==> src/rtl/vdbs_pkg.sv <==
`timescale 1ns / 1ps
`default_nettype none
// ----------------------------------------------------------------------------
// vdbs_pkg - shared types and constants
// Constants, opcodes and the command record passed from decoder to bitmap engine.
// ----------------------------------------------------------------------------
package vdbs_pkg;

  // Bitmap geometry
  localparam int unsigned MAX_DOCS  = 1048576;
  localparam int unsigned WORD_BITS = 64;
  localparam int unsigned NUM_WORDS = MAX_DOCS >> 6;
  localparam int unsigned WORD_AW   = (NUM_WORDS > 1) ? $clog2(NUM_WORDS) : 1;
  localparam logic [31:0] NUM_WORDS_W = 32'(NUM_WORDS);
  localparam int unsigned BIT_IDX_W = $clog2(WORD_BITS);

  // Field widths
  localparam int unsigned OPCODE_W = 2;
  localparam int unsigned BYTE_W   = 8;
  localparam int unsigned COUNT_W  = 21;
  localparam int unsigned WIDX_W   = 14;
  localparam int unsigned ID_W     = 32;

  typedef enum logic [OPCODE_W-1:0] {
    OP_LIST_BYTE = 2'd0,
    OP_START     = 2'd1,
    OP_READ      = 2'd2,
    OP_WRITE     = 2'd3
  } op_e;

  typedef enum logic {
    RK_ID   = 1'b0,
    RK_WORD = 1'b1
  } result_kind_e;

  typedef enum logic [1:0] {
    CMD_SET   = 2'd0,
    CMD_READ  = 2'd1,
    CMD_WRITE = 2'd2
  } cmd_e;

  // One command for the bitmap engine. For CMD_SET, data holds the one-hot
  // bit mask; for CMD_WRITE, the new word.
  typedef struct packed {
    cmd_e                   kind;
    logic                   in_range;
    logic [WORD_AW-1:0]     addr;
    logic [WORD_BITS-1:0]   data;
    logic [ID_W-1:0]        id;
    logic                   done;
  } cmd_t;

  localparam int unsigned FIFO_DEPTH = 2;
  localparam int unsigned FIFO_PW    = $clog2(FIFO_DEPTH);

endpackage
`default_nettype wire

==> src/rtl/vdbs_cmd_fifo.sv <==
`timescale 1ns / 1ps
`default_nettype none
// ----------------------------------------------------------------------------
// vdbs_cmd_fifo - command queue
// Two-entry queue decoupling the decoder from the bitmap engine.
// ----------------------------------------------------------------------------
module vdbs_cmd_fifo (
  input  wire logic            clk_i,
  input  wire logic            rst_ni,
  input  wire logic            push_i,
  input  wire vdbs_pkg::cmd_t  data_i,
  output logic                 full_o,
  input  wire logic            pop_i,
  output vdbs_pkg::cmd_t       data_o,
  output logic                 empty_o
);
  import vdbs_pkg::*;

  cmd_t               entry_q [FIFO_DEPTH];
  logic [FIFO_PW-1:0] wr_ptr_q, rd_ptr_q;
  logic [FIFO_PW:0]   count_q;

  assign full_o  = (count_q == (FIFO_PW+1)'(FIFO_DEPTH));
  assign empty_o = (count_q == '0);
  assign data_o  = entry_q[rd_ptr_q];

  always_ff @(posedge clk_i) begin
    if (push_i) begin
      entry_q[wr_ptr_q] <= data_i;
    end
  end

  always_ff @(posedge clk_i or negedge rst_ni) begin
    if (!rst_ni) begin
      wr_ptr_q <= '0;
      rd_ptr_q <= '0;
      count_q  <= '0;
    end else begin
      if (push_i) begin
        wr_ptr_q <= wr_ptr_q + FIFO_PW'(1);
      end
      if (pop_i) begin
        rd_ptr_q <= rd_ptr_q + FIFO_PW'(1);
      end
      case ({push_i, pop_i})
        2'b10:   count_q <= count_q + (FIFO_PW+1)'(1);
        2'b01:   count_q <= count_q - (FIFO_PW+1)'(1);
        default: count_q <= count_q;
      endcase
    end
  end

endmodule
`default_nettype wire

==> config.mk <==
export PLATFORM = sky130hd
export DESIGN_NAME = vdbs_cmd_fifo
export DESIGN_NICKNAME = d
export VERILOG_FILES = /design/src/rtl/vdbs_pkg.sv /design/src/rtl/vdbs_cmd_fifo.sv
export SDC_FILE = /design/constraint.sdc
export NUM_CORES = 1
export LEC_CHECK = 0
export BUFFER_PORTS_ARGS = -buffer_cell sky130_fd_sc_hd__buf_2
export CAP_MARGIN = 20
export CORE_ASPECT_RATIO = 0.7
export CORE_MARGIN = 2
export CORE_UTILIZATION = 25
export CTS_BUF_LIST = sky130_fd_sc_hd__clkbuf_16
export CTS_CLUSTER_DIAMETER = 60
export DETAILED_ROUTE_END_ITERATION = 10
export PLACE_DENSITY = 0.48
export SETUP_SLACK_MARGIN = 0.5
export SLEW_MARGIN = 40
export SYNTH_ARGS = -nofsm -noshare
export SYNTH_HDL_FRONTEND = slang
export SYNTH_SLANG_ARGS = --single-unit
export TNS_END_PERCENT = 20
==> constraint.sdc <==
create_clock -name clk_i -period 10.77 [get_ports clk_i]
set_clock_uncertainty 0.05 [all_clocks]
set_input_delay 0 -clock clk_i [delete_from_list [all_inputs] [get_ports clk_i]]
set_output_delay 0 -clock clk_i [all_outputs]
set_load 0.005 [all_outputs]
# Word-level counts from Yosys, hierarchy flattened
# Memories as Yosys holds them, arrays and structs flattened.
# Cells that the tools add are included.
[word_totals] register_bits=4 mem_bits_rw=228 input_bits=118 out_inout_bits=116 elab_cells=16 n_memories=1
[classes] n_addsub=4 n_eq_ne=3 n_mux=3 n_reduce_logical=2
[mem_list] name="entry_q" depth=2 width=114 read_ports=1 rd_ports_with_merged_regs=0 write_ports=1 line="vdbs_cmd_fifo.sv:19" rtl="cmd_t entry_q [FIFO_DEPTH];"
[ops] operator="== test 2 bit (second input constant)" count=2
[ops] operator="case mux 2 bit (2 select lines)" count=1
[ops] operator="adder 1 bit (second input constant)" count=2
[ops] operator="adder 2 x 1 -> 2 bit (second input constant)" count=1
[ops] operator="== test 2 x 1 -> 1 bit (second input constant)" count=1
[ops] operator="zero test 2 bit" count=1
[ops] operator="2-to-1 mux 1 bit" count=2
[ops] operator="nonzero test 2 bit" count=1
[ops] operator="subtractor 2 x 1 -> 2 bit (second input constant)" count=1

# Longest topological paths before layout
# Gate-level depths: netlist of run 1.
[logic_depth] depth_word=2 ltp_mapped=5 ltp_nobuf=5

# Worst setup path before layout of run 1
# No wires, ideal clock.
[synth_timing] kind="reg2reg" start="register wr_ptr_q" end="memory entry_q[0][0] in the netlist's numbering (enable)" setup_time_ns=0.591 t_arrival_ns=5.146 required_time_ns=10.129 slack_ns=4.982 stages_incl_launch_ff=2 n_path_buf=0 synth_period_minus_slack_ns=5.788 path_cell_list="dfrtp_1 nor2_1"
[synth_lines] element="from (decl)" line="vdbs_cmd_fifo.sv:20" rtl="logic [FIFO_PW-1:0] wr_ptr_q, rd_ptr_q;"
[synth_lines] element="from (signal assigned)" line="vdbs_cmd_fifo.sv:40" rtl="wr_ptr_q <= wr_ptr_q + FIFO_PW'(1);"
[synth_lines] element="to (decl)" line="vdbs_cmd_fifo.sv:19"
# No word-level cell before the write port.

==> impl_metrics.py, run 1 <==
metrics = {
    "power": {
        "cell_internal_pwr_mw": 2.11,
        "leakage_nw": 4.75,
        "power_density_nw_per_um2": 233,
        "comb_power_share": 0.283,
        "psw_mw": 0.766,
        "worst_ir_drop_vdd_mv": 0.108,
        "seqPwrFrac": 0.436,
        "p_total_mw": 2.87,
        "netSwitchingFraction": 0.267,
        "pwr-share-clk": 0.281,
    },
    "sta": {
        "timing.final.max_slew_violations": 0,
        "rsz0062_at_grt": "no",
        "setup_viol_count_final": 0,
        "timing_hold_violations_final": 0,
        "final.min_clock_period_ns": 2.59,
        "max_clock_freq_ghz": 0.385,
        "slew_headroom": 0.493,
        "slew_of_the_pin_with_the_lowest_slew_margin_ns": 0.760,
        "finalSetupTns_ns": 0,
        "final.setup.worst_slack_ns": 8.18,
        "finalCritPeriodShare": 0.241,
    },
    "yosys": {
        "synthesized_netlist_cell_count": 371,
        "syn_area_per_cell_um2": 23.2,
        "postSynthRegisterBits": 232,
        "seq_area_frac_synth": 0.807,
        "yosysUniqueCellTypes": 13,
        "netlist_area_um2": 8610,
        "synthesis.yosys.warnings": 0,
        "synth_nets": 490,
    },
    "global_route": {
        "maximum_number_of_pins_on_one_net_before_global_route_repair": 66,
        "globalRouteOverflowTotal": 0,
        "number_of_antenna_violations_at_the_first_check_in_global_routing": 0,
        "via_count_of_the_first_global_routing_pass": 5123,
        "grt_first_pass_wirelength_um": 28300,
        "grtUsageTotal": 0.101,
    },
    "clock_network": {
        "tritoncts": "done",
        "cts.clk_slew.worst_paths_ns": 0.06,
        "cts-root-to-sink-buffers": 3,
        "postCtsSetupBuffers": 0,
        "clock_insertion_delay_worst_skew_ns": 0.52,
        "cts.root.buffer_cell": "clkbuf_16",
        "cts_repair_resized_insts": 0,
        "ctsHtreeMaxLevel": 1,
        "cts-buffers-inserted": 25,
        "cts_num_sinks": 232,
    },
    "run_status": {
        "result_of_the_run": "finished clean",
    },
    "final_layout": {
        "final_common_cell": "buf_2",
        "multi_input_area_um2": 1560,
        "area_growth_pct": 43.0,
        "filler_cell_count": 3223,
        "layout_common_cells": "233 x buf_2, 228 x edfxtp_1, 118 x dlygate4sd3_1, 64 x mux2_2, 50 x mux2_4",
        "diode_insertion_count_for_antenna_repair": 0,
        "nets": 862,
        "proportion_of_layout_cells_with_a_drive_suffix_above_1": 0.514,
        "ff_latch_area_um2": 6950,
    },
    "drt": {
        "post_drt_wl_per_cell_um": 15.3,
        "first_pass_iters": 4,
        "residual_drc": 0,
        "drt-initial-drc-count": 183,
        "route.antenna.remaining_nets": 0,
        "vias": 4695,
        "route.final.wire_length_um": 18700,
        "viasPerCell": 3.84,
    },
    "placed_design": {
        "buffer_ports.inserted": 233,
        "hpwl_um": 12300,
        "place_congestion": 0.688,
        "place_ws_ns": 8.49,
    },
    "floorplanning": {
        "die_w_um": 226,
        "die_area_um2": 36000,
        "initial_utilization": 0.255,
        "fp.dieH_um": 159,
        "floorplan.io_pins": 234,
        "rows": 56,
        "core_area_um2": 33700,
    },
    "worst_setup_path": {
        "setup.worst_path.start_class": "flip-flop",
        "end_kind": "primary output",
        "cp_max_fo": 44,
        "cp_slowest_stage_delay_ns": 0.64,
        "crit_required_ns": 10.72,
        "timing.critical_path.cells": "buf_12, buf_4, mux2_2, buf_2",
        "crit_type": "reg2out",
        "cpMaxStageDelayCell": "buf_4",
        "cp.arrival_ns": 2.54,
    },
    "hold_path": {
        "holdCritPathClass": "in2reg",
    },
    "run": {
        "drv.max_cap_violation_count": 0,
    },
}
-- flip-flops by register name, summed over array words and instances, names as in the netlist --
register and flops:
entry_q 228, count_q 2, rd_ptr_q 1, wr_ptr_q 1
-- synthesized netlist by cell type --
library cell  count  share of area
nor2_1            3         0.0013
xor2_1            3         0.0031
ha_1              1         0.0015
mux2_2           64          0.084
buf_6             7         0.0092
inv_1             1        0.00044
dfrtp_1           4          0.012
edfxtp_1        228           0.80
and2_1            1        0.00073
nor2b_1           1        0.00073
xnor2_1           2         0.0020
buf_2             6         0.0035
mux2_4           50          0.087
-- cell families (layout without fill, tap and decap cells) --
| family | after synthesis | in the layout | share of synthesized area |
|---|---|---|---|
| buffers and inverters | 14 | 402 | 0.0131 |
| XOR/XNOR | 5 | 5 | 0.00509 |
| adder cells (fa/ha/maj) | 1 | 1 | 0.00145 |
| flip-flops | 232 | 232 | 0.807 |
| AND/OR/NAND/NOR | 5 | 5 | 0.00276 |
| multiplexers | 114 | 114 | 0.171 |
-- area by class of cell --
cell class	instances	share of cell area
Timing Repair Buffer	358	0.199
Clock inverter	18	0.0119
Sequential cell	232	0.564
Tap cell	464	0.0471
Clock buffer	25	0.0508
Multi-Input combinational cell	125	0.127
Inverter	1	0.000305
-- path summary, 6_finish.rpt --
check / slack, ns / end / from / depth (start not counted)
min in group asynchronous: 0.33 / count_q[0] / rst_ni / 3
worst max register to register: 8.94 / entry_q[1][30] / wr_ptr_q / 2
max in group asynchronous: 10.14 / rd_ptr_q / rst_ni / 3
worst max-delay path: 8.18 / data_o[103] / rd_ptr_q / 4
worst min register to register: 0.45 / count_q[1] / count_q[1] / 1
worst min-delay path: 0.15 / entry_q[0][104] / data_i[104] / 2
-- stage by stage --
step	hold WS (ns)	instance area (um2)	utilization	instances
2_1_floorplan	-0.346	8610	-	371
3_3_place_gp	-0.244	10300	0.305	1059
3_5_place_dp	-0.241	10300	0.307	1061
4_1_cts	0.112	12300	0.365	1222
5_1_grt	0.125	12300	0.365	1223
6_report	0.147	12300	0.365	1223
-- critical path: cells and delay by family, from the launching register on --
family / cells / cell delay (ns)
mux: 1 / 0.41
buf+inv: 3 / 1.01
flops: 1 / 0.56
-- power groups by stage --
stage	Clock (mW)	Combinational, mW	Sequential, mW
2_1_floorplan	0	0.497	1.27
3_3_place_gp	0	0.719	1.32
3_5_place_dp	0	0.795	1.27
4_1_cts	0.839	0.834	1.26
5_1_grt	0.881	0.887	1.27
6_report	0.807	0.813	1.25
-- repair_timing --
action,in CTS,in global routing
setup endpoints to repair,0,0
endpoints found under the hold margin,236,0
hold buffers,118,0
-- per-layer routing --
layer,GRT usage,vias up,share of wire
met5,0,-,0
met4,0.0253,0,0.022
met1,0.130,2313,0.45
met2,0.164,138,0.46
met3,0.0328,28,0.069
li1,-,2216,-
Power figures use the tool's default switching activity.
==> run 2, diff against run 1 <==
==> constraint.sdc (replaced) <==
create_clock -name clk_i -period 2.6 [get_ports clk_i]
set_clock_uncertainty 0.05 [all_clocks]
set_input_delay 0 -clock clk_i [delete_from_list [all_inputs] [get_ports clk_i]]
set_output_delay 0 -clock clk_i [all_outputs]
set_load 0.005 [all_outputs]
==> run 2 against run 1 <==
- routed wire length down 3.7%
- final cell count increased by 0.16%
- first-iteration DRC count up 1.1%
- power grew to 4.1 times the previous value
- critical path type unchanged
- largest cell class unchanged
==> impl_metrics.py, run 2 (synthesis gave the netlist of run 1 again) <==
metrics = {
    "final_layout": {
        "top_regs": "entry_q: 228 flops, count_q: 2 flops",
        "nets": 863,
        "layout_common_cells": "233 x buf_2, 228 x edfxtp_1, 118 x dlygate4sd3_1, 64 x mux2_2, 50 x mux2_4",
        "largest_register_ff_count": 228,
        "instances_no_fill": 1225,
        "area_growth_pct": 43.0,
        "proportion_of_layout_cells_with_a_drive_suffix_above_1": 0.512,
        "final_common_cell": "buf_2",
        "top_register_by_number_of_flip_flops": "entry_q",
    },
    "worst_setup_path": {
        "setup.worst_path.start_class": "flip-flop",
        "cp.arrival_ns": 1.91,
        "crit_type": "reg2out",
        "crit_required_ns": 2.55,
        "end_kind": "primary output",
        "cp_max_fo": 44,
    },
    "power": {
        "leakage_nw": 4.74,
        "worst_ir_drop_vdd_mv": 0.495,
        "power_density_nw_per_um2": 955,
    },
    "clock_network": {
        "cts-root-to-sink-buffers": 3,
        "cts.root.buffer_cell": "clkbuf_16",
        "cts-buffers-inserted": 25,
        "cts_num_sinks": 232,
        "clock_insertion_delay_worst_skew_ns": 0.52,
        "ctsHtreeMaxLevel": 1,
        "cts.clk_slew.worst_paths_ns": 0.06,
        "tritoncts": "done",
    },
    "global_route": {
        "maximum_number_of_pins_on_one_net_before_global_route_repair": 64,
        "number_of_antenna_violations_at_the_first_check_in_global_routing": 1,
        "grt_first_pass_wirelength_um": 27300,
        "globalRouteOverflowTotal": 0,
        "grtUsageTotal": 0.0968,
        "via_count_of_the_first_global_routing_pass": 5158,
    },
    "placed_design": {
        "place_congestion": 0.687,
        "placed_cells_incl_taps": 1061,
        "buffer_ports.inserted": 233,
        "hpwl_um": 11900,
    },
    "drt": {
        "m1WireLength_um": 7680,
        "vias": 4693,
        "drt-initial-drc-count": 185,
        "detailroute.wirelength.met3_um": 1300,
        "route.final.wire_length_um": 18000,
        "route.antenna.remaining_nets": 0,
        "met2_wirelength_um": 8590,
        "route.top_layer_used": "met4",
        "first_pass_iters": 4,
        "viasPerCell": 3.83,
        "residual_drc": 0,
        "post_drt_wl_per_cell_um": 14.7,
    },
    "sta": {
        "finalSetupTns_ns": 0,
        "setup_viol_count_final": 0,
        "final.min_clock_period_ns": 1.96,
        "slew_headroom": 0.724,
        "rsz0062_at_grt": "no",
        "max_clock_freq_ghz": 0.509,
        "timing.final.max_slew_violations": 0,
        "slew_of_the_pin_with_the_lowest_slew_margin_ns": 0.414,
        "timing_hold_violations_final": 0,
        "finalCritPeriodShare": 0.755,
    },
    "run": {
        "drv.max_cap_violation_count": 0,
    },
    "floorplanning": {
        "die_w_um": 226,
        "fp.dieH_um": 159,
        "floorplan.io_pins": 234,
        "die_area_um2": 36000,
        "core_area_um2": 33700,
        "rows": 56,
        "initial_utilization": 0.255,
    },
    "run_status": {
        "result_of_the_run": "finished clean",
    },
    "hold_path": {
        "holdCritPathClass": "in2reg",
    },
}
run 2: final timing paths:
kind,from,to,slack [ns],depth (start not counted)
min in group asynchronous,rst_ni,count_q[1],0.33,3
hold / removal,data_i[30],entry_q[0][30],0.15,2
max in group asynchronous,rst_ni,rd_ptr_q,1.98,3
setup reg to reg,wr_ptr_q,entry_q[1][11],0.94,2
hold reg to reg,count_q[1],count_q[1],0.44,1
setup / recovery,rd_ptr_q,data_o[101],0.64,3
run 2: power by group:
part,internal [mW],switching [mW],total (mW)
registers,4.96,0.192,5.16
logic,1.85,1.58,3.43
clock network,1.83,1.34,3.17
total,8.65,3.11,11.8
run 2: layer usage:
metal	track usage	vias up
li1	-	2224
met1	0.115	2290
met2	0.165	148
met3	0.0345	31
met4	0.0250	0
met5	0	-
run 2: repair_timing:
item                                    4_1_cts  5_1_grt
resized for setup                             2        0
endpoints found under the setup margin       58       81
buffers inserted                              0        2
hold endpoints to repair                    254        0
hold buffers                                118        0
run 2: final cells by class:
| cell class | instances | area [um2] |
|---|---|---|
| fill | 3206 | 21400 |
| sequential | 232 | 6950 |
| timing repair buffer | 359 | 2480 |
| multi-input combinational | 125 | 1560 |
| clock buffer | 25 | 626 |
| tap | 464 | 581 |
| clock inverter | 18 | 108 |
| inverter | 1 | 3.75 |
| antenna | 1 | 2.50 |
run 2: through the flow:
stage	setup slack, ns	cell area [um2]	power [mW]	utilization	hold WS, ns
2_1_floorplan	0.0364	8620	7.26	-	-0.346
3_3_place_gp	0.935	10400	8.48	0.308	-0.244
3_5_place_dp	0.928	10400	8.56	0.308	-0.238
4_1_cts	0.448	12300	12.0	0.365	0.107
5_1_grt	0.566	12300	12.4	0.365	0.119
6_report	0.637	12300	11.8	0.365	0.146
run 2: worst max-delay path: stages, from the launching register on:
cell and delay [ns]:
dfrtp_4 0.49, buf_16 0.28, mux2_2 0.41, buf_2 0.13
==> run 3, diff against run 2 <==
--- a/config.mk
+++ b/config.mk
@@ -5,6 +5,7 @@
 export SDC_FILE = /design/constraint.sdc
 export NUM_CORES = 1
 export LEC_CHECK = 0
+export ABC_AREA = 1
 export BUFFER_PORTS_ARGS = -buffer_cell sky130_fd_sc_hd__buf_2
 export CAP_MARGIN = 20
 export CORE_ASPECT_RATIO = 0.7
==> constraint.sdc (replaced) <==
create_clock -name clk_i -period 1.9 [get_ports clk_i]
set_clock_uncertainty 0.05 [all_clocks]
set_input_delay 0 -clock clk_i [delete_from_list [all_inputs] [get_ports clk_i]]
set_output_delay 0 -clock clk_i [all_outputs]
set_load 0.005 [all_outputs]
==> run 3 against run 2 <==
- die area about the same
- final cell count grew 22%
- flip-flop and latch count unchanged
- critical path depth grew 2
- utilization is 2.4 points higher
- area after synthesis is essentially flat
- first-iteration DRC count grew 37%
- synthesized cell count rose by 67%
- hold slack about the same
- register-to-register slack worse by 0.44 ns
- combinational power up 86%
- sequential power is 37% higher
- critical path type unchanged
- critical endpoint is now data_o[84]
- highest routed layer unchanged
==> impl_metrics.py, run 3 <==
metrics = {
    "final_layout": {
        "top_regs": "entry_q: 228 flops, count_q: 2 flops",
        "fin_area_um2": 13100,
        "area_growth_pct": 52.6,
        "ff_latch_area_um2": 6950,
        "largest_register_ff_count": 228,
        "filler_cell_count": 3193,
        "final_common_cell": "buf_2",
        "layout_common_cells": "233 x buf_2, 228 x edfxtp_1, 124 x inv_1, 118 x dlygate4sd3_1, 107 x nand2_1",
        "multi_input_area_um2": 1380,
        "nets": 1127,
        "utilization": 0.390,
        "proportion_of_layout_cells_with_a_drive_suffix_above_1": 0.355,
        "top_register_by_number_of_flip_flops": "entry_q",
    },
    "drt": {
        "route.final.wire_length_um": 21500,
        "viasPerCell": 3.85,
        "drt-initial-drc-count": 254,
        "vias": 5742,
        "residual_drc": 0,
        "route.antenna.remaining_nets": 0,
        "post_drt_wl_per_cell_um": 14.4,
        "first_pass_iters": 4,
    },
    "yosys": {
        "synth-edff-count": 228,
        "postSynthRegisterBits": 232,
        "netlist_area_um2": 8610,
        "ys.flop_type": "edfxtp_1",
        "yosysUniqueCellTypes": 14,
        "synth.most_common_cell": "edfxtp_1",
        "netlist.top_cell.by_area": "edfxtp_1",
        "yosys.area.top_type_share": 0.795,
        "seq_area_frac_synth": 0.807,
        "synth_async_sr_flop_share": 0.0172,
        "synth_top_cells_by_count": "228 x edfxtp_1, 120 x inv_1, 119 x nand2_1",
        "syn_area_per_cell_um2": 13.9,
        "ys_top_cells_by_area": "edfxtp_1 80%, o21ai_0 6.6%, inv_1 5.2%, nand2_1 5.2%, dfrtp_1 1.2%",
        "synthesis.yosys.warnings": 0,
        "synth_nets": 738,
        "synthesized_netlist_cell_count": 619,
    },
    "global_route": {
        "globalRouteOverflowTotal": 0,
        "grt_first_pass_wirelength_um": 32600,
        "via_count_of_the_first_global_routing_pass": 5943,
        "grtUsageTotal": 0.116,
        "maximum_number_of_pins_on_one_net_before_global_route_repair": 61,
        "number_of_antenna_violations_at_the_first_check_in_global_routing": 1,
    },
    "power": {
        "leakage_nw": 5.51,
        "p_total_mw": 18.3,
        "worst_ir_drop_vdd_mv": 0.818,
        "power_density_nw_per_um2": 1390,
    },
    "sta": {
        "final.min_clock_period_ns": 1.80,
        "hold-worst-slack_ns": 0.146,
        "finalCritPeriodShare": 0.950,
        "slew_headroom": 0.743,
        "setup_viol_count_final": 0,
        "timing.final.max_slew_violations": 0,
        "slew_of_the_pin_with_the_lowest_slew_margin_ns": 0.386,
        "timing_hold_violations_final": 0,
        "rsz0062_at_grt": "yes",
        "max_clock_freq_ghz": 0.554,
        "finalSetupTns_ns": 0,
    },
    "worst_setup_path": {
        "r2r-end": "entry_q[1][33]",
        "r2r_start": "wr_ptr_q",
        "rrSetupSlack_ns": 0.50,
        "worstRegToRegCells": 3,
        "end_kind": "primary output",
        "setup.worst_path.start_class": "flip-flop",
        "crit_required_ns": 1.85,
        "cp.arrival_ns": 1.75,
        "crit_type": "reg2out",
        "cp_max_fo": 7,
    },
    "clock_network": {
        "cts-root-to-sink-buffers": 3,
        "cts.clk_slew.worst_paths_ns": 0.06,
        "ctsHtreeMaxLevel": 1,
        "cts.root.buffer_cell": "clkbuf_16",
        "cts_num_sinks": 232,
        "tritoncts": "done",
        "cts-buffers-inserted": 27,
        "clock_insertion_delay_worst_skew_ns": 0.53,
    },
    "floorplanning": {
        "core_area_um2": 33700,
        "rows": 56,
        "die_area_um2": 36000,
        "die_w_um": 226,
        "fp.dieH_um": 159,
        "initial_utilization": 0.256,
        "floorplan.io_pins": 234,
    },
    "placed_design": {
        "place_congestion": 0.700,
        "buffer_ports.inserted": 233,
        "hpwl_um": 12600,
        "place_area_um2": 10500,
    },
    "hold_path": {
        "hold_end": "entry_q[1][6]",
        "hold_depth": 2,
        "holdCritPathClass": "in2reg",
        "hold_start": "data_i[6]",
    },
    "run_status": {
        "result_of_the_run": "finished clean",
    },
    "run": {
        "drv.max_cap_violation_count": 0,
    },
}
## run 3: cell types whose count changed in the layout (fill, tap and decap cells not counted), sizes merged, moves of 4 or more
cell | before | now
clkinv | 8 | 12
nand2 | 0 | 119
o21ai | 0 | 114
clkbuf | 25 | 30
inv | 7 | 126
mux2 | 114 | 0
buf | 241 | 264
## run 3: cell type report
| cell class | instances | area share |
|---|---|---|
| multi-input cells | 242 | 0.105 |
| clock inverters | 22 | 0.0126 |
| flip-flops and latches | 232 | 0.529 |
| inverters | 120 | 0.0346 |
| repair buffers | 385 | 0.223 |
| well taps | 464 | 0.0442 |
| clock buffers | 27 | 0.0514 |
| diodes | 1 | 0.000190 |
## run 3: stage by stage
stage	instances	setup WS [ns]
4_1_cts	1487	0.0647
3_5_place_dp	1306	0.348
6_report	1493	0.0958
3_3_place_gp	1306	0.383
2_1_floorplan	619	-0.713
5_1_grt	1493	0.00894
## run 3: worst max path at each step
stage,from,cells after the start,slack [ns],end
floorplan,wr_ptr_q,2,-0.71,entry_q[1][0]
global placement,rd_ptr_q,4,0.38,data_o[22]
detailed placement,rd_ptr_q,4,0.35,data_o[22]
CTS,rd_ptr_q,5,0.06,data_o[84]
global route,rd_ptr_q,5,0.009,data_o[84]
finish,rd_ptr_q,5,0.1,data_o[84]
## run 3: metal layers
metal	vias to the layer above	global-route usage	wire (um)
met5	-	0	0
met2	176	0.182	9570
met3	28	0.0410	1690
met1	2649	0.154	9870
li1	2889	-	-
met4	0	0.0253	394
## run 3: worst max-delay path, stage by stage, from the launching register on
cell     delay, ns
dfrtp_4       0.55
buf_12        0.16
buf_16        0.13
buf_8         0.12
o21ai_2       0.12
buf_2         0.14
## run 3: where the power goes
group | internal [mW] | leakage, nW | switching, mW
Sequential | 6.79 | 2.19 | 0.272
Combinational | 2.91 | 2.89 | 3.48
Clock | 2.86 | 0.429 | 2.01
Total | 12.6 | 5.51 | 5.76
## run 3: kinds of logic (layout without fill, tap and decap cells)
| group | after synthesis | in the layout | synth area share |
|---|---|---|---|
| flops | 232 | 232 | 0.807 |
| buf+inv | 145 | 554 | 0.0681 |
| simple gates | 124 | 124 | 0.0545 |
| compound gates | 114 | 114 | 0.0663 |
| xor+xnor | 3 | 3 | 0.00305 |
| fa+ha+maj | 1 | 1 | 0.00145 |
| other cells | 0 | 1 | 0 |
## run 3: repair_timing
item / 4_1_cts / 5_1_grt
endpoints found under the hold margin: 236 / 0
endpoints found under the setup margin: 114 / 258
resized for setup: 114 / 71
hold buffers: 118 / 0
setup buffers: 10 / 0
cloned: 4 / 5
pin swaps: 6 / 9
