--- config.mk ---
export PLATFORM = sky130hd
export DESIGN_NAME = vdbs_front_flat
export DESIGN_NICKNAME = d
export VERILOG_FILES = /design/src/rtl/vdbs_pkg.sv /design/src/rtl/vdbs_if.sv /design/src/rtl/vdbs_front.sv /design/src/flat_wrapper.sv
export SDC_FILE = /design/constraint.sdc
export NUM_CORES = 1
export LEC_CHECK = 0
export BUFFER_PORTS_ARGS = -buffer_cell sky130_fd_sc_hd__buf_2
export CAP_MARGIN = 20
export CORE_MARGIN = 1
export CORE_UTILIZATION = 53
export DETAILED_ROUTE_END_ITERATION = 6
export PLACE_DENSITY_LB_ADDON = 0.05
export SYNTH_ARGS = -nofsm -noshare
export SYNTH_HDL_FRONTEND = slang
export SYNTH_SLANG_ARGS = --single-unit
--- constraint.sdc ---
create_clock -name clk_i -period 6.35 [get_ports clk_i]
set_input_delay 1.5875 -clock clk_i [delete_from_list [all_inputs] [get_ports clk_i]]
set_output_delay 1.5875 -clock clk_i [all_outputs]
set_load 0.05 [all_outputs]
--- src/rtl/vdbs_pkg.sv ---
`timescale 1ns / 1ps
`default_nettype none
// ----------------------------------------------------------------------------
// vdbs_pkg - shared types and constants
// Constants, opcodes and the command record passed from decoder to bitmap engine.
// ----------------------------------------------------------------------------
package vdbs_pkg;

  // Bitmap geometry
  localparam int unsigned MAX_DOCS  = 1048576;
  localparam int unsigned WORD_BITS = 64;
  localparam int unsigned NUM_WORDS = MAX_DOCS >> 6;
  localparam int unsigned WORD_AW   = (NUM_WORDS > 1) ? $clog2(NUM_WORDS) : 1;
  localparam logic [31:0] NUM_WORDS_W = 32'(NUM_WORDS);
  localparam int unsigned BIT_IDX_W = $clog2(WORD_BITS);

  // Field widths
  localparam int unsigned OPCODE_W = 2;
  localparam int unsigned BYTE_W   = 8;
  localparam int unsigned COUNT_W  = 21;
  localparam int unsigned WIDX_W   = 14;
  localparam int unsigned ID_W     = 32;

  typedef enum logic [OPCODE_W-1:0] {
    OP_LIST_BYTE = 2'd0,
    OP_START     = 2'd1,
    OP_READ      = 2'd2,
    OP_WRITE     = 2'd3
  } op_e;

  typedef enum logic {
    RK_ID   = 1'b0,
    RK_WORD = 1'b1
  } result_kind_e;

  typedef enum logic [1:0] {
    CMD_SET   = 2'd0,
    CMD_READ  = 2'd1,
    CMD_WRITE = 2'd2
  } cmd_e;

  // One command for the bitmap engine. For CMD_SET, data holds the one-hot
  // bit mask; for CMD_WRITE, the new word.
  typedef struct packed {
    cmd_e                   kind;
    logic                   in_range;
    logic [WORD_AW-1:0]     addr;
    logic [WORD_BITS-1:0]   data;
    logic [ID_W-1:0]        id;
    logic                   done;
  } cmd_t;

  localparam int unsigned FIFO_DEPTH = 2;
  localparam int unsigned FIFO_PW    = $clog2(FIFO_DEPTH);

endpackage
`default_nettype wire

--- src/rtl/vdbs_if.sv ---
`timescale 1ns / 1ps
`default_nettype none
// ----------------------------------------------------------------------------
// vdbs_if - item and result channels
// Valid/ready channels for input items and result transactions.
// ----------------------------------------------------------------------------
interface vdbs_item_if;
  import vdbs_pkg::*;

  logic                  valid;
  logic                  ready;
  logic [OPCODE_W-1:0]   opcode;
  logic [BYTE_W-1:0]     list_byte;
  logic [COUNT_W-1:0]    doc_count;
  logic [WIDX_W-1:0]     word_index;
  logic [WORD_BITS-1:0]  word_value;

  modport source (output valid, opcode, list_byte, doc_count, word_index, word_value,
                  input ready);
  modport sink   (input valid, opcode, list_byte, doc_count, word_index, word_value,
                  output ready);
endinterface

`default_nettype wire

--- src/rtl/vdbs_front.sv ---
`timescale 1ns / 1ps
`default_nettype none
// ----------------------------------------------------------------------------
// vdbs_front - item decoder
// Takes items, assembles varint deltas into ids and issues bitmap commands.
// ----------------------------------------------------------------------------
module vdbs_front (
  input  wire logic          clk_i,
  input  wire logic          rst_ni,
  vdbs_item_if.sink          item_i,
  input  wire logic          q_full_i,
  output logic               push_o,
  output vdbs_pkg::cmd_t     cmd_o
);
  import vdbs_pkg::*;

  logic [ID_W-1:0]    partial_q, partial_d;
  logic [2:0]         group_q, group_d;
  logic [ID_W-1:0]    prev_q, prev_d;
  logic [COUNT_W-1:0] remain_q, remain_d;

  logic accept;
  assign item_i.ready = !q_full_i;
  assign accept       = item_i.valid && !q_full_i;

  always_comb begin
    logic [ID_W-1:0]  grp;
    logic [ID_W-1:0]  merged;
    logic [ID_W-1:0]  new_id;
    logic [ID_W-1:0]  word_ext;
    logic [ID_W-1:0]  widx_ext;

    partial_d = partial_q;
    group_d   = group_q;
    prev_d    = prev_q;
    remain_d  = remain_q;
    push_o    = 1'b0;
    cmd_o     = '0;

    grp = ID_W'(item_i.list_byte[6:0]);
    case (group_q)
      3'd0:    merged = partial_q | grp;
      3'd1:    merged = partial_q | (grp << 7);
      3'd2:    merged = partial_q | (grp << 14);
      3'd3:    merged = partial_q | (grp << 21);
      3'd4:    merged = partial_q | (grp << 28);
      default: merged = partial_q;   // groups past bit 31 are dropped
    endcase
    new_id   = prev_q + merged;
    word_ext = {6'd0, new_id[ID_W-1:6]};
    widx_ext = ID_W'(item_i.word_index);

    if (accept) begin
      case (op_e'(item_i.opcode))
        OP_START: begin
          remain_d  = item_i.doc_count;
          prev_d    = '0;
          partial_d = '0;
          group_d   = '0;
        end
        OP_READ, OP_WRITE: begin
          push_o         = 1'b1;
          cmd_o.kind     = (op_e'(item_i.opcode) == OP_READ) ? CMD_READ : CMD_WRITE;
          cmd_o.in_range = widx_ext < NUM_WORDS_W;
          cmd_o.addr     = widx_ext[WORD_AW-1:0];
          cmd_o.data     = item_i.word_value;
        end
        OP_LIST_BYTE: begin
          if (remain_q != '0) begin
            if (item_i.list_byte[7]) begin
              partial_d = merged;
              if (group_q < 3'd5) begin
                group_d = group_q + 3'd1;
              end
            end else begin
              partial_d      = '0;
              group_d        = '0;
              prev_d         = new_id;
              remain_d       = remain_q - COUNT_W'(1);
              push_o         = 1'b1;
              cmd_o.kind     = CMD_SET;
              cmd_o.in_range = word_ext < NUM_WORDS_W;
              cmd_o.addr     = word_ext[WORD_AW-1:0];
              cmd_o.data     = WORD_BITS'(1) << new_id[BIT_IDX_W-1:0];
              cmd_o.id       = new_id;
              cmd_o.done     = (remain_q == COUNT_W'(1));
            end
          end
        end
        default: ;
      endcase
    end
  end

  always_ff @(posedge clk_i or negedge rst_ni) begin
    if (!rst_ni) begin
      partial_q <= '0;
      group_q   <= '0;
      prev_q    <= '0;
      remain_q  <= '0;
    end else begin
      partial_q <= partial_d;
      group_q   <= group_d;
      prev_q    <= prev_d;
      remain_q  <= remain_d;
    end
  end

endmodule
`default_nettype wire

--- src/flat_wrapper.sv ---
// flat-port wrapper written by rule: the top's interface ports become plain ports
module vdbs_front_flat import vdbs_pkg::*;
  (clk_i, rst_ni, q_full_i, push_o, cmd_o, item_i_valid, item_i_opcode, item_i_list_byte, item_i_doc_count, item_i_word_index, item_i_word_value, item_i_ready);
  vdbs_item_if item_i_i ();
  input  wire logic clk_i;
  input  wire logic rst_ni;
  input  wire logic q_full_i;
  output logic push_o;
  output vdbs_pkg::cmd_t cmd_o;
  input wire logic [$bits(item_i_i.valid)-1:0] item_i_valid;
  input wire logic [$bits(item_i_i.opcode)-1:0] item_i_opcode;
  input wire logic [$bits(item_i_i.list_byte)-1:0] item_i_list_byte;
  input wire logic [$bits(item_i_i.doc_count)-1:0] item_i_doc_count;
  input wire logic [$bits(item_i_i.word_index)-1:0] item_i_word_index;
  input wire logic [$bits(item_i_i.word_value)-1:0] item_i_word_value;
  output wire logic [$bits(item_i_i.ready)-1:0] item_i_ready;
  assign item_i_i.valid = item_i_valid;
  assign item_i_i.opcode = item_i_opcode;
  assign item_i_i.list_byte = item_i_list_byte;
  assign item_i_i.doc_count = item_i_doc_count;
  assign item_i_i.word_index = item_i_word_index;
  assign item_i_i.word_value = item_i_word_value;
  assign item_i_ready = item_i_i.ready;
  vdbs_front u_core (.clk_i(clk_i), .rst_ni(rst_ni), .item_i(item_i_i), .q_full_i(q_full_i), .push_o(push_o), .cmd_o(cmd_o));
endmodule
**Word level (Yosys, flattened, before mapping)**

Index checks and enable logic that the tools add are counted.

- Output and inout port bits: 116
- Word-level logic and storage cells: 60
- Flip-flop bits (word level): 88
- Memories kept: 0
- Bits in read-only memories: 0
- Bits of input ports: 113
- Bits in writable memories: 0
- Latch bits: 0

- Multipliers: 0
- Eq/ne operators: 11
- Divide/modulo/power cells: 0
- Mux-type cells: 24
- Shifts and indexed selects: 1
- Add/sub/neg operators: 3
- Reductions and logical operators: 10
- Bitwise operators: 5
- Order comparisons: 2

Operators with widths:

| operator | count |
|---|---|
| $mux 114 | 2 |
| $pmux 81 s2 | 1 |
| $pmux 32 s5 | 1 |
| $mux 32 | 4 |
| $pmux 32 s2 | 2 |
| $mux 112 | 1 |
| $shl 1x6->64 const A | 1 |
| $mux 21 | 2 |
| $pmux 21 s2 | 1 |
| $mux 33 | 1 |
| $add 32x32->32 | 1 |
| $or 32x14->32 | 1 |
| $or 32x21->32 | 1 |
| $or 32x28->32 | 1 |
| $or 32x32->32 | 1 |
| $or 32x7->32 | 1 |
| $lt 26x15->1 const B | 1 |
| $eq 21x1->1 const B | 1 |
| $reduce_bool 21->1 | 1 |
| $sub 21x1->21 const B | 1 |
| $mux 3 | 3 |
| $reduce_and 4->1 | 2 |
| $eq 3x2->1 const B | 2 |
| $pmux 3 s2 | 1 |
| 19 further kinds | 22 |

**Logic depth before layout (Yosys ltp)**

Gate-level depths: netlist (run 1).

- Depth in word-level cells: 8
- Depth in mapped cells: 16
- Depth with buffers taken out: 16

**Least setup slack after synthesis (run 1)**

No wires, ideal clock.

- Kind: input-to-output
- Start point: input port item_i_list_byte[0]
- End point: output port cmd_o[21] in the netlist's numbering
- Buffers on the path: 0
- Arrival time: 4.413 ns
- Stages on the path: 10
- Path slack: 0.350 ns
- Data required time: 4.762 ns
- Cells stage by stage: a21o_1 > ha_1 > inv_1 > fa_1 > nor2b_1 > o2111ai_2 > a211oi_1 > o21a_1 > nor3_1 > nor3_1

RTL lines:

| element | line | RTL |
|---|---|---|
| start, declared | flat_wrapper.sv:12 | `input wire logic [$bits(item_i_i.list_byte)-1:0] item_i_list_byte;` |
| end, declared | flat_wrapper.sv:9 | `output vdbs_pkg::cmd_t cmd_o;` |

==> run_results.csv, run 1 <==
group,metric,value,unit
critical_path,r2r_cells,17,
placement,dp_cells,1357,
hold_path,min_from,"u_core.prev_q[18]",
detailed_routing,viasPerCell,6.05,
sta,max_freq,160,MHz
global_route,grt_pass1_wl,39.1,mm
critical_path,critPathCaptureType,"output port",
logic_synthesis,synth_enable_flop_cells,0,
final_layout,instances_no_fill,1372,
sta,slew_headroom,34.9,%
clocking,cts_sinks,88,
sta,setup_tns,0,ps
critical_path,critPathRequiredTime,4760,ps
detailed_routing,drt_iter0_drc,752,
floorplan,fp-row-count,43,
logic_synthesis,synth_top_area_share,29.1,%
logic_synthesis,synth_area_leaders,"dfrtp_1 (29%), a22oi_1 (7.8%), nor2_1 (7.5%)",
hold_path,hold_path.class,"reg2reg",
sta,rsz0062_at_grt,"yes",
detailed_routing,vias,8294,
power_and_ir_drop,clkPwrFrac,29.3,%
global_route,antenna_found_initial,0,
clocking,clkTransAtPathRegs,70,ps
power_and_ir_drop,worst_ir_drop_vdd,0.109,mV
sta,fin_worst_skew,12.3,ps
detailed_routing,postRouteAntennaNets,0,
critical_path,path_max_fanout,3,
sta,setup_viol,0,
critical_path,crit_type,"in2out",
logic_synthesis,syn_inst,967,
placement,portBuffers,228,
detailed_routing,wl_per_cell,18.4,um
logic_synthesis,ys_ff_latch,88,
logic_synthesis,yosysMostFrequentCell,"nor2_1",
critical_path,regToRegStartpoint,"u_core.group_q[0]",
logic_synthesis,synth_seq_area_share,29.1,%
clocking,clock_latency,350,ps
critical_path,r2r_end,"u_core.prev_q[17]",
logic_synthesis,synth_top_cell_by_area,"dfrtp_1",
floorplan,ios,229,
logic_synthesis,synth_flop_cell,"dfrtp_1",
sta,fin_ws,103,ps
power_and_ir_drop,p_seq_share,38.0,%
sta,worstMarginPinSlew,976,ps
floorplan,fp.dieW,121,um
logic_synthesis,ys_types,79,
logic_synthesis,syn_area_per_cell,7.82,um^2
logic_synthesis,synthTopCellsByCount,"nor2_1 (152), dfrtp_1 (88), nand2_1 (87), a22oi_1 (79), a21o_1 (66)",
logic_synthesis,syn_area,0.00756,mm^2
floorplan,die_h,121,um
hold_path,min_path_cells,1,
power_and_ir_drop,swShare,38.1,%
placement,dp_slack,23.8,ps
final_layout,synthToLayoutAreaGrowth,22.8,%
detailed_routing,drt_wl_total,25.3,mm
floorplan,die-area,0.0147,mm^2
clocking,numCtsBuffers,9,
final_layout,final_util,66.9,%
sta,finalCriticalPeriod,6250,ps
hold_path,min_delay_worst_endpoint,"u_core.prev_q[18]",
clocking,cts_tree,"done",
global_route,overflow,0,
critical_path,startpoint_type,"input port",
logic_synthesis,yosysWarnings,0,
run_status,status,"finished clean",
critical_path,rrSetupSlack,2640,ps
final_layout,num-nets-final,1342,
detailed_routing,drc,0,
power_and_ir_drop,power_frac_comb,32.7,%
power_and_ir_drop,switchingPower,657,uW
placement,gp_congestion,0.918,
flow_run,cap_violations,0,
final_layout,fill_cells,1242,
power_and_ir_drop,powerDensity,186,mW/mm^2
power_and_ir_drop,leakagePower,0.00501,uW
final_layout,layout-drive-gt1-share,27.4,%
placement,dp_hpwl,19.3,mm
power_and_ir_drop,p_int,1070,uW
final_layout,insertedDiodeCount,0,
power_and_ir_drop,power,1720,uW
global_route,grt_max_degree,84,
detailed_routing,first_pass_iters,5,
global_route,track_usage,34.3,%
clocking,cts-htree-levels,3,
clocking,cts_buffer_depth,2,
critical_path,worstPathArrival,4660,ps
logic_synthesis,synth_nets,1121,
global_route,grt_pass1_vias,7432,
sta,drv_slew,0,
logic_synthesis,synth-async-reset-ratio,100,%
sta,fin_crit_sh,98.4,%
floorplan,initial_utilization,54.5,%
clocking,cts-root-buf,"clkbuf_16",
floorplan,core-area,0.0139,mm^2
sta,hold_violations,0,
-- worst max-delay path, stage by stage --
cell       delay, ps
buf_2            120
a21o_1           180
ha_1             220
inv_1             80
fa_1             220
nor2b_2           60
o2111ai_2        230
a211oi_2         120
buf_4            150
o21a_1           200
o31a_1           280
a2111o_1         380
a221oi_1         260
nand4b_1         250
nand2_1          160
buf_6            170
-- worst max-delay path by stage --
stage / startpoint / end / slack, ps / depth (start not counted)
after floorplan: item_i_list_byte[0] / cmd_o[21] / 350 / 10
after detailed placement: item_i_list_byte[0] / cmd_o[111] / 20 / 17
final: item_i_list_byte[0] / cmd_o[111] / 100 / 16
after global routing: item_i_list_byte[0] / cmd_o[111] / -30 / 16
after global placement: item_i_list_byte[0] / cmd_o[111] / 80 / 17
after CTS: item_i_list_byte[0] / cmd_o[111] / 50 / 17
-- power by group through the flow --
| stage | clock, uW | combinational [uW] | sequential (uW) |
|---|---|---|---|
| floorplan | 0 | 370 | 651 |
| global placement | 0 | 548 | 664 |
| detailed placement | 0 | 554 | 664 |
| CTS | 512 | 557 | 654 |
| global route | 531 | 614 | 662 |
| finish | 506 | 563 | 655 |
-- layout make-up --
type                            instances  area, um^2  share of cell area (%)
Sequential cell                        88        2200                    23.7
Clock inverter                          6        46.3                   0.499
Inverter                               19        71.3                   0.769
Clock buffer                            9         225                    2.43
Timing Repair Buffer                  273        1490                    16.0
Tap cell                              180         225                    2.43
Multi-Input combinational cell        797        5020                    54.1
-- layer usage --
layer	GRT usage (%)	up-vias	wire, um
met5	0	-	0
met1	44.7	3922	10500
li1	-	3975	-
met4	11.6	0	648
met3	4.46	44	1780
met2	58.2	353	12300
-- per-stage QoR --
step,hold slack (ps),instance area (um^2)
6_report,482,9280
3_3_place_gp,466,8990
2_1_floorplan,452,7560
4_1_cts,488,9260
3_5_place_dp,472,8990
5_1_grt,494,9280
-- cells in the final DEF (no fill, tap or decap), types with 5 or more instances in the layout --
cell,instances
clkbuf_16,9
a21oi_1,60
or3_1,6
or2_2,5
nand4_1,8
and2_1,15
o211ai_1,5
nand2_1,87
a22oi_1,79
a21o_1,66
a21boi_0,15
buf_4,46
o21a_1,6
inv_1,19
nor2_1,152
nand3_1,15
o21ai_0,53
nor2b_1,6
a22o_1,6
nand2b_1,8
and3_1,10
xnor2_1,12
ha_1,40
nor3_1,28
xor2_1,10
a31oi_1,9
buf_2,226
dfrtp_1,88
-- sequential cells by signal (all words and copies together) (netlist names) --
register,cells
u_core.partial_q,32
u_core.prev_q,32
u_core.remain_q,21
u_core.group_q,3
-- cell families after synthesis --
family | share of synthesized area, %
AND/OR/NAND/NOR | 23.9
AO/OA/AOI/OAI | 32.3
flip-flops | 29.1
multiplexers | 0.397
XOR/XNOR | 2.55
buffers and inverters | 4.83
adder cells (fa/ha/maj) | 6.89
-- what timing repair did --
action                                  4_1_cts  5_1_grt
cloned                                        0        0
hold buffers                                  0        0
buffers inserted                              0        0
pin swaps                                     0        2
endpoints found under the setup margin        1        3
gates resized for setup                       1        5
Note: power is estimated with default switching activity, not from simulation.
==> run 2: changes to the inputs <==
--- a/config.mk
+++ b/config.mk
@@ -8,7 +8,7 @@
 export BUFFER_PORTS_ARGS = -buffer_cell sky130_fd_sc_hd__buf_2
 export CAP_MARGIN = 20
 export CORE_MARGIN = 1
-export CORE_UTILIZATION = 53
+export CORE_UTILIZATION = 30
 export DETAILED_ROUTE_END_ITERATION = 6
 export PLACE_DENSITY_LB_ADDON = 0.05
 export SYNTH_ARGS = -nofsm -noshare
==> run 2 against run 1 <==
First-iteration DRC count is 28% lower. Non-clock buffer count is 34 higher. Clock power is 20% higher. Hold slack better by 8.2 ps. Largest power group unchanged. Largest cell class unchanged. Critical path type unchanged. Register-to-register slack worse by 170 ps.
==> run_results.csv, run 2 (synthesized netlist as in run 1, its figures left out) <==
group,metric,value,unit
critical_path,crit_end,"cmd_o[111]",
critical_path,r2r_cells,17,
critical_path,r2r_end,"u_core.prev_q[26]",
clocking,cts_buffer_depth,2,
detailed_routing,first_pass_iters,5,
clocking,cts_sinks,88,
final_layout,final_common_cell,"buf_2",
critical_path,critPathCaptureType,"output port",
critical_path,regToRegStartpoint,"u_core.group_q[1]",
clocking,numCtsBuffers,9,
clocking,clock_latency,360,ps
power_and_ir_drop,powerDensity,188,mW/mm^2
detailed_routing,postRouteAntennaNets,0,
final_layout,final_util,40.6,%
floorplan,ios,229,
global_route,track_usage,22.7,%
final_layout,num-nets-final,1376,
sta,finalCriticalPeriod,6170,ps
critical_path,crit_start,"item_i_list_byte[2]",
critical_path,rrSetupSlack,2470,ps
floorplan,fp.dieW,161,um
sta,fin_worst_skew,13.4,ps
power_and_ir_drop,power,1870,uW
clocking,cts-root-buf,"clkbuf_16",
critical_path,path_max_fanout,5,
final_layout,fin_area,0.00996,mm^2
sta,slew_headroom,32.3,%
sta,max_freq,162,MHz
detailed_routing,drt_wl_total,29.3,mm
detailed_routing,drt_iter0_drc,544,
sta,drv_slew,0,
critical_path,crit_type,"in2out",
placement,place_area,0.00940,mm^2
critical_path,startpoint_type,"input port",
global_route,antenna_found_initial,0,
final_layout,layout-drive-gt1-share,31.1,%
detailed_routing,wl_per_cell,18.9,um
power_and_ir_drop,leakagePower,0.00520,uW
clocking,cts_tree,"done",
clocking,cts-htree-levels,3,
clocking,hold_buffers,0,
sta,fin_crit_sh,97.2,%
final_layout,reg_top3,"u_core.partial_q (32), u_core.prev_q (32), u_core.remain_q (21)",
power_and_ir_drop,worst_ir_drop_vdd,0.115,mV
clocking,clkTransAtPathRegs,70,ps
floorplan,die_h,161,um
floorplan,fp-row-count,57,
global_route,grt_pass1_wl,45.6,mm
detailed_routing,drc,0,
floorplan,initial_utilization,30.8,%
critical_path,critPathRequiredTime,4760,ps
global_route,grt_pass1_vias,7986,
critical_path,worstPathArrival,4590,ps
placement,dp_hpwl,22.7,mm
detailed_routing,vias,8253,
global_route,overflow,0,
detailed_routing,viasPerCell,5.32,
final_layout,fill_cells,2608,
final_layout,synthToLayoutAreaGrowth,31.7,%
floorplan,die-area,0.0258,mm^2
flow_run,cap_violations,0,
final_layout,insertedDiodeCount,0,
hold_path,hold_path.class,"reg2reg",
sta,setup_viol,0,
run_status,status,"finished clean",
placement,portBuffers,228,
final_layout,final_cell_mix,"buf_2 (225), nor2_1 (152), dfrtp_1 (88)",
hold_path,min_path_cells,2,
sta,setup_tns,0,ps
global_route,grt_max_degree,85,
sta,hold_violations,0,
placement,gp_congestion,0.850,
sta,worstMarginPinSlew,1020,ps
floorplan,core-area,0.0245,mm^2
run 2: cell count changes in the layout (fill, tap and decap cells not counted), moves of 3 or more:
cell,previous run,this run
ha_4,0,8
ha_1,40,31
buf_4,46,80
a21oi_1,60,57
run 2: power by group:
part	leakage [uW]	internal [uW]	switching, uW
registers	0.00118	604	53.0
logic	0.00387	224	386
clock network	0.000153	349	256
total	0.00520	1180	695
run 2: worst max-delay path, cell delays in order:
cell and delay (ps):
buf_2 160, a21o_1 230, ha_1 350, buf_4 160
nand4_1 120, nor3_1 80, a311o_1 340, or3_1 370
o211ai_2 170, o2111ai_1 120, nor4_1 290, nand4b_1 270
nand2_1 160, buf_6 170
run 2: worst min-delay path by stage:
stage | to | slack [ps] | start
floorplan | u_core.remain_q[20] | 450 | u_core.remain_q[20]
global placement | u_core.prev_q[30] | 470 | u_core.prev_q[30]
detailed placement | u_core.prev_q[20] | 470 | u_core.prev_q[20]
CTS | u_core.prev_q[23] | 490 | u_core.prev_q[23]
global route | u_core.prev_q[25] | 510 | u_core.prev_q[25]
finish | u_core.remain_q[20] | 490 | u_core.remain_q[20]
run 2: cell type report:
type | count | area (um^2) | share of cell area (%)
inverters | 19 | 71.3 | 0.716
flip-flops and latches | 88 | 2200 | 22.1
clock inverters | 7 | 101 | 1.02
clock buffers | 9 | 225 | 2.26
repair buffers | 307 | 1750 | 17.6
well taps | 324 | 405 | 4.07
multi-input cells | 797 | 5200 | 52.2
run 2: what timing repair did:
action                                  4_1_cts  5_1_grt
gates resized for setup                       1       34
endpoints found under the setup margin        1        5
buffers inserted                              0        4
pin swaps                                     1       20
run 2: metrics by stage:
stage | setup slack [ps] | std cells | hold slack, ps
floorplan | 350 | 967 | 452
global placement | -62.8 | 1532 | 470
detailed placement | -15.1 | 1532 | 474
CTS | 8.33 | 1548 | 493
global route | -4.49 | 1551 | 505
finish | 177 | 1551 | 490
run 2: routing by layer:
layer	track usage [%]	vias to the layer above	wire, um
li1	-	4044	-
met1	29.1	3907	12900
met2	39.3	270	14400
met3	3.18	32	1490
met4	6.73	0	554
met5	0	-	0
==> run 3: changes to the inputs <==
--- a/config.mk
+++ b/config.mk
@@ -10,7 +10,6 @@
 export CORE_MARGIN = 1
 export CORE_UTILIZATION = 30
 export DETAILED_ROUTE_END_ITERATION = 6
-export PLACE_DENSITY_LB_ADDON = 0.05
 export SYNTH_ARGS = -nofsm -noshare
 export SYNTH_HDL_FRONTEND = slang
 export SYNTH_SLANG_ARGS = --single-unit
==> run 3 against run 2 <==
Final cell count is 1.2% lower. First-iteration DRC count is 50% higher. Setup slack worse by 78 ps. Critical path type unchanged. Critical endpoint unchanged.
==> run_results.csv, run 3 (synthesized netlist as in run 1, its figures left out) <==
group,metric,value,unit
final_layout,synthToLayoutAreaGrowth,29.5,%
floorplan,fp.dieW,161,um
floorplan,core-area,0.0245,mm^2
global_route,track_usage,20.8,%
global_route,antenna_found_initial,0,
floorplan,die-area,0.0258,mm^2
detailed_routing,viasPerCell,5.37,
global_route,met1_usage,29.0,%
global_route,grt_pass1_wl,42.6,mm
clocking,clkTransAtPathRegs,70,ps
global_route,met2_usage,33.5,%
power_and_ir_drop,powerDensity,185,mW/mm^2
clocking,clock_latency,360,ps
final_layout,insertedDiodeCount,0,
sta,setup_tns,0,ps
sta,worstMarginPinSlew,939,ps
sta,fin_crit_sh,98.4,%
floorplan,initial_utilization,30.8,%
final_layout,reg_top3,"u_core.partial_q (32), u_core.prev_q (32), u_core.remain_q (21)",
run_status,status,"finished clean",
placement,gp_congestion,0.894,
placement,dp_hpwl,20.9,mm
sta,hold_violations,0,
detailed_routing,wl_per_cell,17.8,um
detailed_routing,drt_wl_total,27.3,mm
power_and_ir_drop,power,1810,uW
flow_run,cap_violations,0,
floorplan,die_h,161,um
placement,dp_cells,1508,
detailed_routing,drt_iter0_drc,817,
floorplan,ios,229,
sta,max_freq,160,MHz
critical_path,critPathRequiredTime,4760,ps
detailed_routing,first_pass_iters,6,
clocking,numCtsBuffers,9,
critical_path,crit_type,"in2out",
hold_path,hold_path.class,"reg2reg",
final_layout,final_common_cell,"buf_2",
detailed_routing,drc,0,
final_layout,layout-drive-gt1-share,30.0,%
floorplan,fp-row-count,57,
power_and_ir_drop,leakagePower,0.00513,uW
clocking,cts_sinks,88,
detailed_routing,postRouteAntennaNets,0,
global_route,gr-usage-met3,3.54,%
critical_path,critPathCaptureType,"output port",
sta,slew_headroom,37.4,%
critical_path,max_stage_delay,450,ps
clocking,cts_buffer_depth,2,
global_route,overflow,0,
clocking,hold_buffers,0,
placement,portBuffers,228,
sta,fin_worst_skew,11.6,ps
final_layout,final_cell_mix,"buf_2 (226), nor2_1 (151), dfrtp_1 (88)",
global_route,grt_pass1_vias,7763,
clocking,cts-htree-levels,3,
sta,drv_slew,0,
sta,finalCriticalPeriod,6250,ps
detailed_routing,vias,8227,
critical_path,path_max_fanout,4,
global_route,grt_busiest_layer,"met2",
critical_path,worstPathArrival,4660,ps
sta,setup_viol,0,
final_layout,instances_no_fill,1533,
power_and_ir_drop,worst_ir_drop_vdd,0.122,mV
critical_path,crit_chain,"buf_2, buf_4, a21o_1, ha_4, a21oi_2, o21ai_1, or2_1, o21a_1, o31a_1, a2111o_1, a221oi_2, nand4b_1, nand2_1, buf_6",
critical_path,startpoint_type,"input port",
clocking,cts-root-buf,"clkbuf_16",
critical_path,crit_slowest_cell,"a2111o_1",
final_layout,final_util,39.9,%
global_route,grt_max_degree,84,
final_layout,num-nets-final,1358,
clocking,cts_tree,"done",
-- run 3: power by group --
part / leakage, uW / internal [uW] / switching, uW
clock: 0.000155 / 315 / 257
combinational: 0.00380 / 209 / 376
sequential: 0.00118 / 604 / 53.1
-- run 3: final timing paths --
path                                           from                  end  depth (start not counted)  slack [ps]
worst min-delay path            u_core.remain_q[20]  u_core.remain_q[20]                          2         490
worst max register to register    u_core.group_q[0]    u_core.prev_q[17]                         17        2550
worst max-delay path            item_i_list_byte[0]           cmd_o[111]                         14         100
min in group asynchronous                    rst_ni    u_core.prev_q[24]                          1        1140
worst min register to register  u_core.remain_q[20]  u_core.remain_q[20]                          2         490
max in group asynchronous                    rst_ni  u_core.partial_q[7]                          2        4050
-- run 3: repair_timing --
| action | in CTS | in global routing |
|---|---|---|
| pin swaps | 3 | 18 |
| resized for setup | 2 | 31 |
| endpoints found under the setup margin | 1 | 2 |
| setup buffers | 1 | 8 |
| cloned | 0 | 0 |
-- run 3: metrics by stage --
step / area, um^2 / setup slack (ps) / hold WS (ps)
4_1_cts: 9560 / 38.3 / 493
3_3_place_gp: 9240 / -61.2 / 467
5_1_grt: 9790 / -13.1 / 509
2_1_floorplan: 7560 / 350 / 452
3_5_place_dp: 9240 / -96.2 / 476
6_report: 9790 / 98.7 / 487
-- run 3: final cells by class --
class	instances	area, um^2
clock buffer	9	225
clock inverter	7	83.8
fill	2589	14700
inverter	19	71.3
multi-input combinational	797	5170
sequential	88	2200
tap	324	405
timing repair buffer	289	1640
-- run 3: critical path: cells and delay by family --
family | cells | cell delay (ps)
AOI/OAI and AO/OA | 7 | 1710
adders and majority gates | 1 | 250
buffers and inverters | 3 | 440
and+or+nand+nor | 3 | 670
-- run 3: routing by layer --
layer  vias up  part of all wire [%]
li1       4016                     -
met1      3916                    46
met2       258                    47
met3        37                   5.9
met4         0                   1.5
met5         -                     0
